$ cat src/rtl/stsc_pkg.sv
package stsc_pkg;

    // controller states
    typedef enum logic [2:0] {
        ST_IDLE,
        ST_DIV,
        ST_RD0,
        ST_REPLAY,
        ST_DECIDE,
        ST_EMIT
    } stsc_state_t;

    // one result item
    typedef struct packed {
        logic               last;
        logic signed [15:0] add;
        logic [15:0]        count;
        logic [31:0]        interval;
    } stsc_seg_t;

endpackage

$ cat src/rtl/stsc_div.sv
// restoring divider, one quotient bit per cycle, rounds half away from zero
module stsc_div
    import stsc_pkg::*;
#(
    parameter int NW = 44,
    parameter int DW = 28
) (
    input  logic                 aclk,
    input  logic                 aresetn,
    input  logic                 start,
    input  logic signed [NW-1:0] num,
    input  logic [DW-1:0]        den,
    output logic                 done,
    output logic signed [15:0]   quo
);
    localparam int CW = $clog2(NW + 2);
    localparam int QW = NW + 1;

    logic [QW-1:0]   rem_reg, rem_next;
    logic [QW-1:0]   quo_reg, quo_next;
    logic [QW-1:0]   dd_reg, dd_next;
    logic [DW:0]     den_reg, den_next;
    logic            neg_reg, neg_next;
    logic [CW-1:0]   cnt_reg, cnt_next;
    logic            busy_reg, busy_next;
    logic            done_reg, done_next;
    logic [QW-1:0]   mag;
    logic [QW-1:0]   shifted;
    logic [QW-1:0]   dext;

    // magnitude of the dividend, and the doubled divisor widened
    assign mag  = num[NW-1] ? QW'(-num) : QW'(num);
    assign dext = QW'(den_reg);

    always_comb begin
        rem_next  = rem_reg;
        quo_next  = quo_reg;
        dd_next   = dd_reg;
        den_next  = den_reg;
        neg_next  = neg_reg;
        cnt_next  = cnt_reg;
        busy_next = busy_reg;
        done_next = 1'b0;
        shifted   = {rem_reg[QW-2:0], dd_reg[QW-1]};
        if (start) begin
            // (2|n| + d) / (2d)
            dd_next   = (mag << 1) + QW'(den);
            den_next  = {den, 1'b0};
            neg_next  = num[NW-1];
            rem_next  = '0;
            quo_next  = '0;
            cnt_next  = CW'(QW);
            busy_next = 1'b1;
        end else if (busy_reg) begin
            dd_next = dd_reg << 1;
            if (shifted >= dext) begin
                rem_next = shifted - dext;
                quo_next = {quo_reg[QW-2:0], 1'b1};
            end else begin
                rem_next = shifted;
                quo_next = {quo_reg[QW-2:0], 1'b0};
            end
            cnt_next = cnt_reg - 1'b1;
            if (cnt_reg == CW'(1)) begin
                busy_next = 1'b0;
                done_next = 1'b1;
            end
        end
    end

    always_ff @(posedge aclk) begin
        if (!aresetn) begin
            busy_reg <= 1'b0;
            done_reg <= 1'b0;
        end else begin
            busy_reg <= busy_next;
            done_reg <= done_next;
        end
        rem_reg <= rem_next;
        quo_reg <= quo_next;
        dd_reg  <= dd_next;
        den_reg <= den_next;
        neg_reg <= neg_next;
        cnt_reg <= cnt_next;
    end

    // saturate signed result to 16 bits
    always_comb begin
        if (neg_reg) begin
            quo = (quo_reg > QW'(32768)) ? 16'sh8000 : 16'(-quo_reg);
        end else begin
            quo = (quo_reg > QW'(32767)) ? 16'sh7fff : 16'(quo_reg);
        end
    end
    assign done = done_reg;
endmodule

$ cat config.mk
export PLATFORM = sky130hd
export DESIGN_NAME = stsc_div
export DESIGN_NICKNAME = d
export VERILOG_FILES = /design/src/rtl/stsc_pkg.sv /design/src/rtl/stsc_div.sv
export SDC_FILE = /design/constraint.sdc
export NUM_CORES = 1
export LEC_CHECK = 0
export ABC_AREA = 1
export BUFFER_PORTS_ARGS = -buffer_cell sky130_fd_sc_hd__buf_4
export CAP_MARGIN = 40
export CORE_MARGIN = 2
export CORE_UTILIZATION = 60
export DETAILED_ROUTE_END_ITERATION = 6
export HOLD_SLACK_MARGIN = 0.06
export PLACE_DENSITY = 0.89
export SLEW_MARGIN = 5
export SYNTH_ARGS = -nofsm -noshare
export SYNTH_HDL_FRONTEND = slang
export SYNTH_SLANG_ARGS = --single-unit
$ cat constraint.sdc
create_clock -name aclk -period 9.4 [get_ports aclk]
set_input_delay 0.47 -clock aclk [delete_from_list [all_inputs] [get_ports aclk]]
set_output_delay 0.47 -clock aclk [all_outputs]
set_load 0.02 [all_outputs]
==> results of run 1 <==
## routing by layer
layer  vias to the layer above  part of all wire (%)  GRT usage (%)  routed length [um]
met5                         -                     0              0                   0
met1                      5974                    42          42.72               15960
met2                       489                    48          58.64               18310
li1                       6346                     -              -                   -
met4                         0                   3.7          14.02                1427
met3                       106                   6.4          4.545                2436
## worst max-delay path by stage
stage | startpoint | end | cells past startpoint
global placement | num[43] | dd_reg[44] | 14
floorplan | num[43] | dd_reg[21] | 17
finish | rem_reg[0] | rem_reg[13] | 17
global route | rem_reg[0] | rem_reg[3] | 16
detailed placement | num[43] | dd_reg[44] | 14
CTS | rem_reg[0] | rem_reg[7] | 17
## cells in the mapped netlist, drive strengths merged
library cell	instances
nand4	30
a21oi	71
o22ai	47
nand3	118
dfxtp	97
a21boi	5
nor2	240
a21o	14
xnor2	37
inv	257
and3	4
nor4	11
o211ai	4
nand2	524
o21a	3
o21bai	9
nor3	13
fa	2
clkbuf	27
edfxtp	74
o31ai	3
a41oi	1
xor2	59
a31o	1
nand3b	3
and2	3
ha	62
buf	18
o21ai	153
or2	4
a31oi	7
## layout make-up
type	count	share of cell area (%)
inverters	257	6.736
clock inverters	13	0.8377
clock buffers	19	3.237
well taps	275	2.400
flip-flops and latches	171	29.04
repair buffers	97	5.079
multi-input cells	1428	52.67
## cell families after synthesis
group                    Yosys count
AO/OA/AOI/OAI                    318
XOR/XNOR                          96
adder cells (fa/ha/maj)           64
buffers and inverters            302
flip-flops                       171
AND/OR/NAND/NOR                  950
## power breakdown
part / internal [mW] / total [mW] / switching [mW]
combinational: 0.562 / 1.70 / 1.14
sequential: 0.907 / 0.985 / 0.0780
clock: 0.374 / 0.711 / 0.337
total: 1.84 / 3.40 / 1.55
## critical path: stages, from the launching register on
cell and delay (ns):
dfxtp_1 0.34, inv_1 0.07, ha_1 0.25, fa_1 0.51, o21ai_2 0.26, a21oi_2 0.14
inv_2 0.14, nand2_2 0.06, nand2_2 0.10, nand3_2 0.07, nand2_2 0.12, inv_2 0.06
nand2_2 0.60, inv_2 0.48, nand2_1 0.19, o21ai_1 0.08, nand2_1 0.07, nand2_1 0.05
## stage by stage
stage / instance area, um2 / total power, mW / cells / hold WS (ns)
global placement: 13750 / 2.622 / 2228 / 0.4502
detailed placement: 13750 / 2.645 / 2228 / 0.4553
finish: 14340 / 3.396 / 2260 / 0.2297
global route: 14340 / 3.624 / 2260 / 0.2205
floorplan: 12910 / 2.274 / 1901 / 0.4286
CTS: 14340 / 3.370 / 2260 / 0.2133
==> impl_metrics.json, run 1 <==
{
  "drive_gt1_share_pct": 10.23,
  "mappedNetlistArea_mm2": 0.01291,
  "postRouteAntennaNets": 0,
  "setup_ws_ns": 5.701,
  "layout_commonest_cell": "nand2_1",
  "hold-path-endpoint": "den_reg[10]",
  "rows": 53,
  "nets": 2111,
  "fin_crit_ns": 3.699,
  "cts_buffers": 17,
  "crit_arrival_ns": 4.04,
  "clockBufferDepth": 2,
  "synth.distinct_cells": 49,
  "track_usage_pct": 33.94,
  "first_pass_iters": 5,
  "r2r_cells": 17,
  "avgSynthCellArea_um2": 6.791,
  "synth_top_area_share_pct": 17.21,
  "routed_wl_um": 38130,
  "cts_tree": "built",
  "synth.area.mux_share_pct": 0,
  "synth-seq-area-share_pct": 32.25,
  "path_max_fanout": 38,
  "drc": 0,
  "setup_violations": 0,
  "fin_crit_sh_pct": 39.36,
  "seqCellArea_mm2": 0.004164,
  "r2r-start": "rem_reg[0]",
  "viasPerCell": 5.715,
  "r2r_slack_ns": 5.70,
  "hpwl_um": 29410,
  "ir_worst_vdd_mv": 0.1613,
  "dp_slack_ns": 5.588,
  "hold_path.class": "input pin to flip-flop",
  "num_vias": 12920,
  "root_buffer": "clkbuf_16",
  "hp-start": "den[9]",
  "synthAdderAreaFrac_pct": 6.319,
  "hold_buffers": 0,
  "worstSetupPathType": "flip-flop to flip-flop",
  "final_cell_mix": "nand2_1 (500), inv_1 (249), nor2_1 (219), o21ai_0 (121), nand3_1 (110)",
  "place.gp.congestion": 1.009,
  "reg2reg_to": "rem_reg[13]",
  "syn-instance-count": 1901,
  "yosys-top-cells-area": "edfxtp_1 (17%), dfxtp_1 (15%), nand2_1 (15%)",
  "setup_tns_ns": 0,
  "slew_headroom_pct": 45.35,
  "tightest_slew_ns": 0.8169,
  "grt_pass1_wl_um": 60270,
  "cts-resized-gates": 0,
  "htree_levels": 4,
  "fmax_mhz": 270.3,
  "io_buffers": 91,
  "rsz0062_at_grt": "false",
  "hold_violations": 0,
  "post-cts-setup-buffers": 0,
  "synthSimpleGateAreaFrac_pct": 31.61,
  "core_area_mm2": 0.02109,
  "hold_depth": 1,
  "drt-wirelength-per-cell_um": 16.87,
  "power_density_mw_per_mm2": 236.9,
  "clk_pin_slew_ns": 0.07,
  "die_w_um": 150.7,
  "antenna_cells": 0,
  "end_kind": "flip-flop",
  "synth_compound_area_share_pct": 14.01,
  "outcome": "finished, final reports clean",
  "maxCapViolCount": 0,
  "initial_utilization_pct": 61.22,
  "synth_warnings": 0,
  "multi_input_area_mm2": 0.007552,
  "insertion_delay_ns": 0.44,
  "grt_pass1_vias": 12320,
  "area_growth_pct": 11.07,
  "nFillCells": 1877,
  "worstSetupStartpointType": "flip-flop",
  "slew_viol_final": 0,
  "grt_max_degree": 72,
  "dieArea_mm2": 0.02271,
  "pin_count": 92,
  "syn-num-nets": 2040,
  "die_h_um": 150.7,
  "drt_iter0_markers": 1025,
  "grt_overflow": 0,
  "synth_top_family_by_area": "simple AND/OR/NAND/NOR gates",
  "ys_seq_elements": 171,
  "worstPathRequired_ns": 9.74,
  "leakagePower_nw": 6.663,
  "clock_skew_ns": 0.01423,
  "clock_sinks": 171,
  "utilization_pct": 68.00,
  "yosys.area.top_type": "edfxtp_1",
  "grt_antenna_before_repair": 0,
  "synth-xor-area-share_pct": 6.513
}
Note: power is estimated with default switching activity, not from simulation.
==> run 2, diff against run 1 <==
CORE_UTILIZATION = 56   (was 60)
PLACE_DENSITY = 0.88   (was 0.89)
clock period = 3.3 ns   (was 9.4 ns; I/O delays follow)
==> impl_metrics.json, run 2 (synthesized netlist as in run 1, its figures left out) <==
{
  "hold_depth": 1,
  "clk_pin_slew_ns": 0.07,
  "slew_headroom_pct": 42.45,
  "area_growth_pct": 14.75,
  "crit_arrival_ns": 2.92,
  "r2r-start": "den_reg[4]",
  "outcome": "finished, final reports clean",
  "cts_tree": "built",
  "grt_antenna_before_repair": 0,
  "routed_wl_um": 38150,
  "grt_overflow": 0,
  "layout_commonest_cell": "nand2_1",
  "die_h_um": 155.8,
  "tightest_slew_ns": 0.8619,
  "r2r_slack_ns": 0.29,
  "reg2reg_to": "rem_reg[17]",
  "leakagePower_nw": 6.889,
  "met1_usage_pct": 40.15,
  "htree_levels": 4,
  "ir_worst_vdd_mv": 0.4603,
  "totalPowerFinal_mw": 9.831,
  "first_pass_iters": 6,
  "nFillCells": 1960,
  "end_kind": "primary output",
  "met3_usage_pct": 3.556,
  "post-cts-setup-buffers": 0,
  "fin_crit_sh_pct": 93.43,
  "cts-resized-gates": 0,
  "viasPerCell": 5.606,
  "drc": 0,
  "nets": 2158,
  "grt_max_degree": 60,
  "hold_path.class": "input pin to flip-flop",
  "insertion_delay_ns": 0.44,
  "postRouteAntennaNets": 0,
  "busiest_layer": "met2",
  "grt_use_met2_pct": 56.74,
  "io_buffers": 91,
  "clockBufferDepth": 2,
  "final_cell_mix": "nand2_1 (500), inv_1 (249), nor2_1 (219), o21ai_0 (121), buf_4 (112)",
  "rows": 55,
  "r2r_cells": 16,
  "critPathCapture": "quo[2]",
  "seqCellArea_mm2": 0.004164,
  "clock_sinks": 171,
  "fmax_mhz": 324.3,
  "crit_path_start": "quo_reg[0]",
  "track_usage_pct": 32.06,
  "placedCellCount": 2256,
  "multi_input_area_mm2": 0.007552,
  "worstSetupStartpointType": "flip-flop",
  "grt_pass1_wl_um": 61920,
  "drt_iter0_markers": 1053,
  "setup_tns_ns": 0,
  "root_buffer": "clkbuf_16",
  "drive_gt1_share_pct": 10.88,
  "maxCapViolCount": 0,
  "die_w_um": 155.8,
  "path_max_fanout": 11,
  "num_vias": 12990,
  "worstPathRequired_ns": 3.13,
  "pin_count": 92,
  "final_area_mm2": 0.01481,
  "hold_violations": 0,
  "grt_pass1_vias": 12500,
  "cts_buffers": 17,
  "worstSetupPathType": "flip-flop to primary output",
  "setup_violations": 0,
  "dpl_cell_area_mm2": 0.01393,
  "clock_skew_ns": 0.01224,
  "initial_utilization_pct": 57.02,
  "hold_slack_ns": 0.1542,
  "hpwl_um": 29530,
  "final_cells": 2317,
  "fin_crit_ns": 3.083,
  "dieArea_mm2": 0.02428,
  "slew_viol_final": 0,
  "antenna_cells": 0,
  "rsz0062_at_grt": "false",
  "place.gp.congestion": 0.9891,
  "power_density_mw_per_mm2": 663.6,
  "drt-wirelength-per-cell_um": 16.46,
  "hp-start": "start",
  "core_area_mm2": 0.02264
}
run 2: cell count changes in the layout (fill, tap and decap cells not counted):
| cell | delta |
|---|---|
| clkinvlp_4 | -1 |
| inv_4 | -1 |
| clkinv_4 | +1 |
| clkinv_2 | -1 |
| buf_12 | +2 |
| inv_8 | +4 |
| buf_8 | +1 |
| dlygate4sd3_1 | +29 |
| clkbuf_8 | -1 |
| inv_12 | -1 |
| buf_4 | +15 |
run 2: how the worst min path moves through the flow:
stage / endpoint / slack (ns)
3_3_place_gp: den_reg[14] / 0.37
6_report: neg_reg / 0.15
5_1_grt: den_reg[1] / 0.14
3_5_place_dp: den_reg[13] / 0.36
4_1_cts: neg_reg / 0.15
2_1_floorplan: den_reg[10] / 0.26
run 2: metal layers:
layer,wire length [um],vias to the layer above
li1,-,6453
met2,18660,515
met1,16080,5926
met5,0,-
met3,2166,94
met4,1247,0
run 2: through the flow:
stage / utilization, % / setup WS, ns
final: 65.43 / 0.2169
after global routing: 65.43 / 0.005171
after CTS: 65.43 / 0.2294
after detailed placement: 61.55 / 0.03057
after global placement: 61.48 / 0.04999
after floorplan: - / 0.2456
run 2: layout make-up:
cell class,instances,share of cell area (%)
multi-input combinational,1428,50.98
inverter,257,6.520
sequential,171,28.11
clock buffer,18,3.041
tap,285,2.407
timing repair buffer,144,8.007
clock inverter,14,0.9375
run 2: critical path, stage by stage, from the launching register on:
cell,delay (ns)
dfxtp_1,0.34
inv_1,0.14
ha_1,0.20
nand2_2,0.07
nor2_2,0.14
nand3_2,0.10
nor2_2,0.13
nand3_2,0.11
nor2_1,0.14
nand3_2,0.12
o31ai_4,0.30
nand2_2,0.25
nor2_1,0.15
nand2_1,0.06
nand2_1,0.08
buf_4,0.15
run 2: power breakdown:
| group | internal, mW | switching [mW] |
|---|---|---|
| Combinational | 1.70 | 3.31 |
| Sequential | 2.58 | 0.211 |
| Clock | 1.06 | 0.978 |
run 2: repair_timing:
action                                  in CTS  in global routing
hold endpoints to repair                    30                  0
endpoints found under the setup margin       0                  0
hold buffers                                29                  0
==> run 3, diff against run 2 <==
CORE_UTILIZATION = 60   (was 56)
PLACE_DENSITY = 0.89   (was 0.88)
clock period = 3.5 ns   (was 3.3 ns; I/O delays follow)
==> impl_metrics.json, run 3 (synthesized netlist as in run 1, its figures left out) <==
{
  "grt_antenna_before_repair": 0,
  "num_vias": 13050,
  "die_h_um": 150.7,
  "cts_tree": "built",
  "place.gp.congestion": 0.9799,
  "drc": 0,
  "worstPathRequired_ns": 3.32,
  "setup_ws_ns": 0.3845,
  "outcome": "finished, final reports clean",
  "slowest_stage": "dfxtp_1",
  "max_stage_delay_ns": 0.35,
  "dpl_cell_area_mm2": 0.01387,
  "ir_worst_vdd_mv": 0.5357,
  "root_buffer": "clkbuf_16",
  "hpwl_um": 29710,
  "final_area_mm2": 0.01476,
  "fin_crit_sh_pct": 89.01,
  "maxCapViolCount": 0,
  "path_max_fanout": 11,
  "dieArea_mm2": 0.02271,
  "path_cells": "inv_1, ha_1, nand2_2, nor2_2, nand3_2, nor2_2, nand3_2, nor2_1, nand3_2, o31ai_4, nand2_2, nor2_1, nand2_1, nand2_1, buf_4",
  "tightest_slew_ns": 0.7088,
  "r2r_slack_ns": 0.50,
  "nets": 2150,
  "setup_tns_ns": 0,
  "routed.top_layer": "met4",
  "clk_pin_slew_ns": 0.07,
  "rows": 53,
  "grt_pass1_vias": 12410,
  "clockBufferDepth": 2,
  "placedCellCount": 2237,
  "core_area_mm2": 0.02109,
  "track_usage_pct": 34.11,
  "hold_violations": 0,
  "worstSetupPathType": "flip-flop to primary output",
  "hold_path.class": "input pin to flip-flop",
  "dp_slack_ns": 0.1239,
  "drt-wirelength-per-cell_um": 16.71,
  "area_growth_pct": 14.30,
  "io_buffers": 91,
  "final_cells": 2299,
  "wl_met2_um": 18540,
  "initial_utilization_pct": 61.22,
  "die_w_um": 150.7,
  "pin_count": 92,
  "leakagePower_nw": 6.850,
  "viasPerCell": 5.677,
  "end_kind": "primary output",
  "fin_crit_ns": 3.115,
  "nFillCells": 1797,
  "dr_wl_met3_um": 2477,
  "final_cell_mix": "nand2_1 (500), inv_1 (249), nor2_1 (219), o21ai_0 (121), nand3_1 (110)",
  "utilization_pct": 69.97,
  "clock_sinks": 171,
  "postRouteAntennaNets": 0,
  "hold_slack_ns": 0.2126,
  "drt_iter0_markers": 1107,
  "cp_num_buf_inv": 2,
  "antenna_cells": 0,
  "rsz0062_at_grt": "false",
  "totalPowerFinal_mw": 9.247,
  "slew_headroom_pct": 52.69,
  "routed_wl_um": 38410,
  "fmax_mhz": 321.0,
  "clock_skew_ns": 0.01631,
  "cts_buffers": 17,
  "wl_met1_um": 15820,
  "grt_overflow": 0,
  "grt_pass1_wl_um": 60460,
  "crit_arrival_ns": 2.94,
  "crit_top_cell": "nand3_2",
  "htree_levels": 4,
  "first_pass_iters": 6,
  "setup_violations": 0,
  "drive_gt1_share_pct": 10.47,
  "power_density_mw_per_mm2": 626.7,
  "layout_commonest_cell": "nand2_1",
  "worstSetupStartpointType": "flip-flop",
  "insertion_delay_ns": 0.45,
  "slew_viol_final": 0,
  "grt_max_degree": 67,
  "path_delay_family": "simple AND/OR/NAND/NOR gates"
}
==> run 3: per-layer routing <==
| metal | global-route usage, % | vias up |
|---|---|---|
| met3 | 5.121 | 105 |
| met5 | 0 | - |
| li1 | - | 6423 |
| met2 | 59.02 | 572 |
| met1 | 42.03 | 5951 |
| met4 | 15.28 | 0 |
==> run 3: cell type report <==
class | count | area, um2 | share of cell area (%)
well taps | 275 | 344.1 | 2.332
flip-flops and latches | 171 | 4164 | 28.22
inverters | 257 | 965.9 | 6.546
multi-input cells | 1428 | 7552 | 51.18
clock inverters | 14 | 148.9 | 1.009
clock buffers | 18 | 439.2 | 2.976
repair buffers | 136 | 1141 | 7.733
==> run 3: worst paths after layout <==
check / depth (start not counted) / start / to
min: 4 / num[0] / dd_reg[1]
min reg2reg: 2 / rem_reg[25] / rem_reg[25]
max reg2reg: 16 / rem_reg[0] / rem_reg[4]
max: 15 / quo_reg[0] / quo[2]
==> run 3: where the power goes <==
group	internal [mW]	switching (mW)
clock	0.973	0.945
combinational	1.58	3.10
sequential	2.43	0.208
total	4.99	4.26
==> run 3: tightest hold or removal path, stage by stage <==
cell and delay [ns]:
buf_4 0.10, ha_1 0.14, nand2_1 0.05, nand2_1 0.06
==> run 3: repair_timing <==
| action | 4_1_cts | 5_1_grt |
|---|---|---|
| resized for setup | 0 | 0 |
| setup buffers | 0 | 0 |
| hold buffers | 30 | 0 |
| hold endpoints to repair | 34 | 0 |
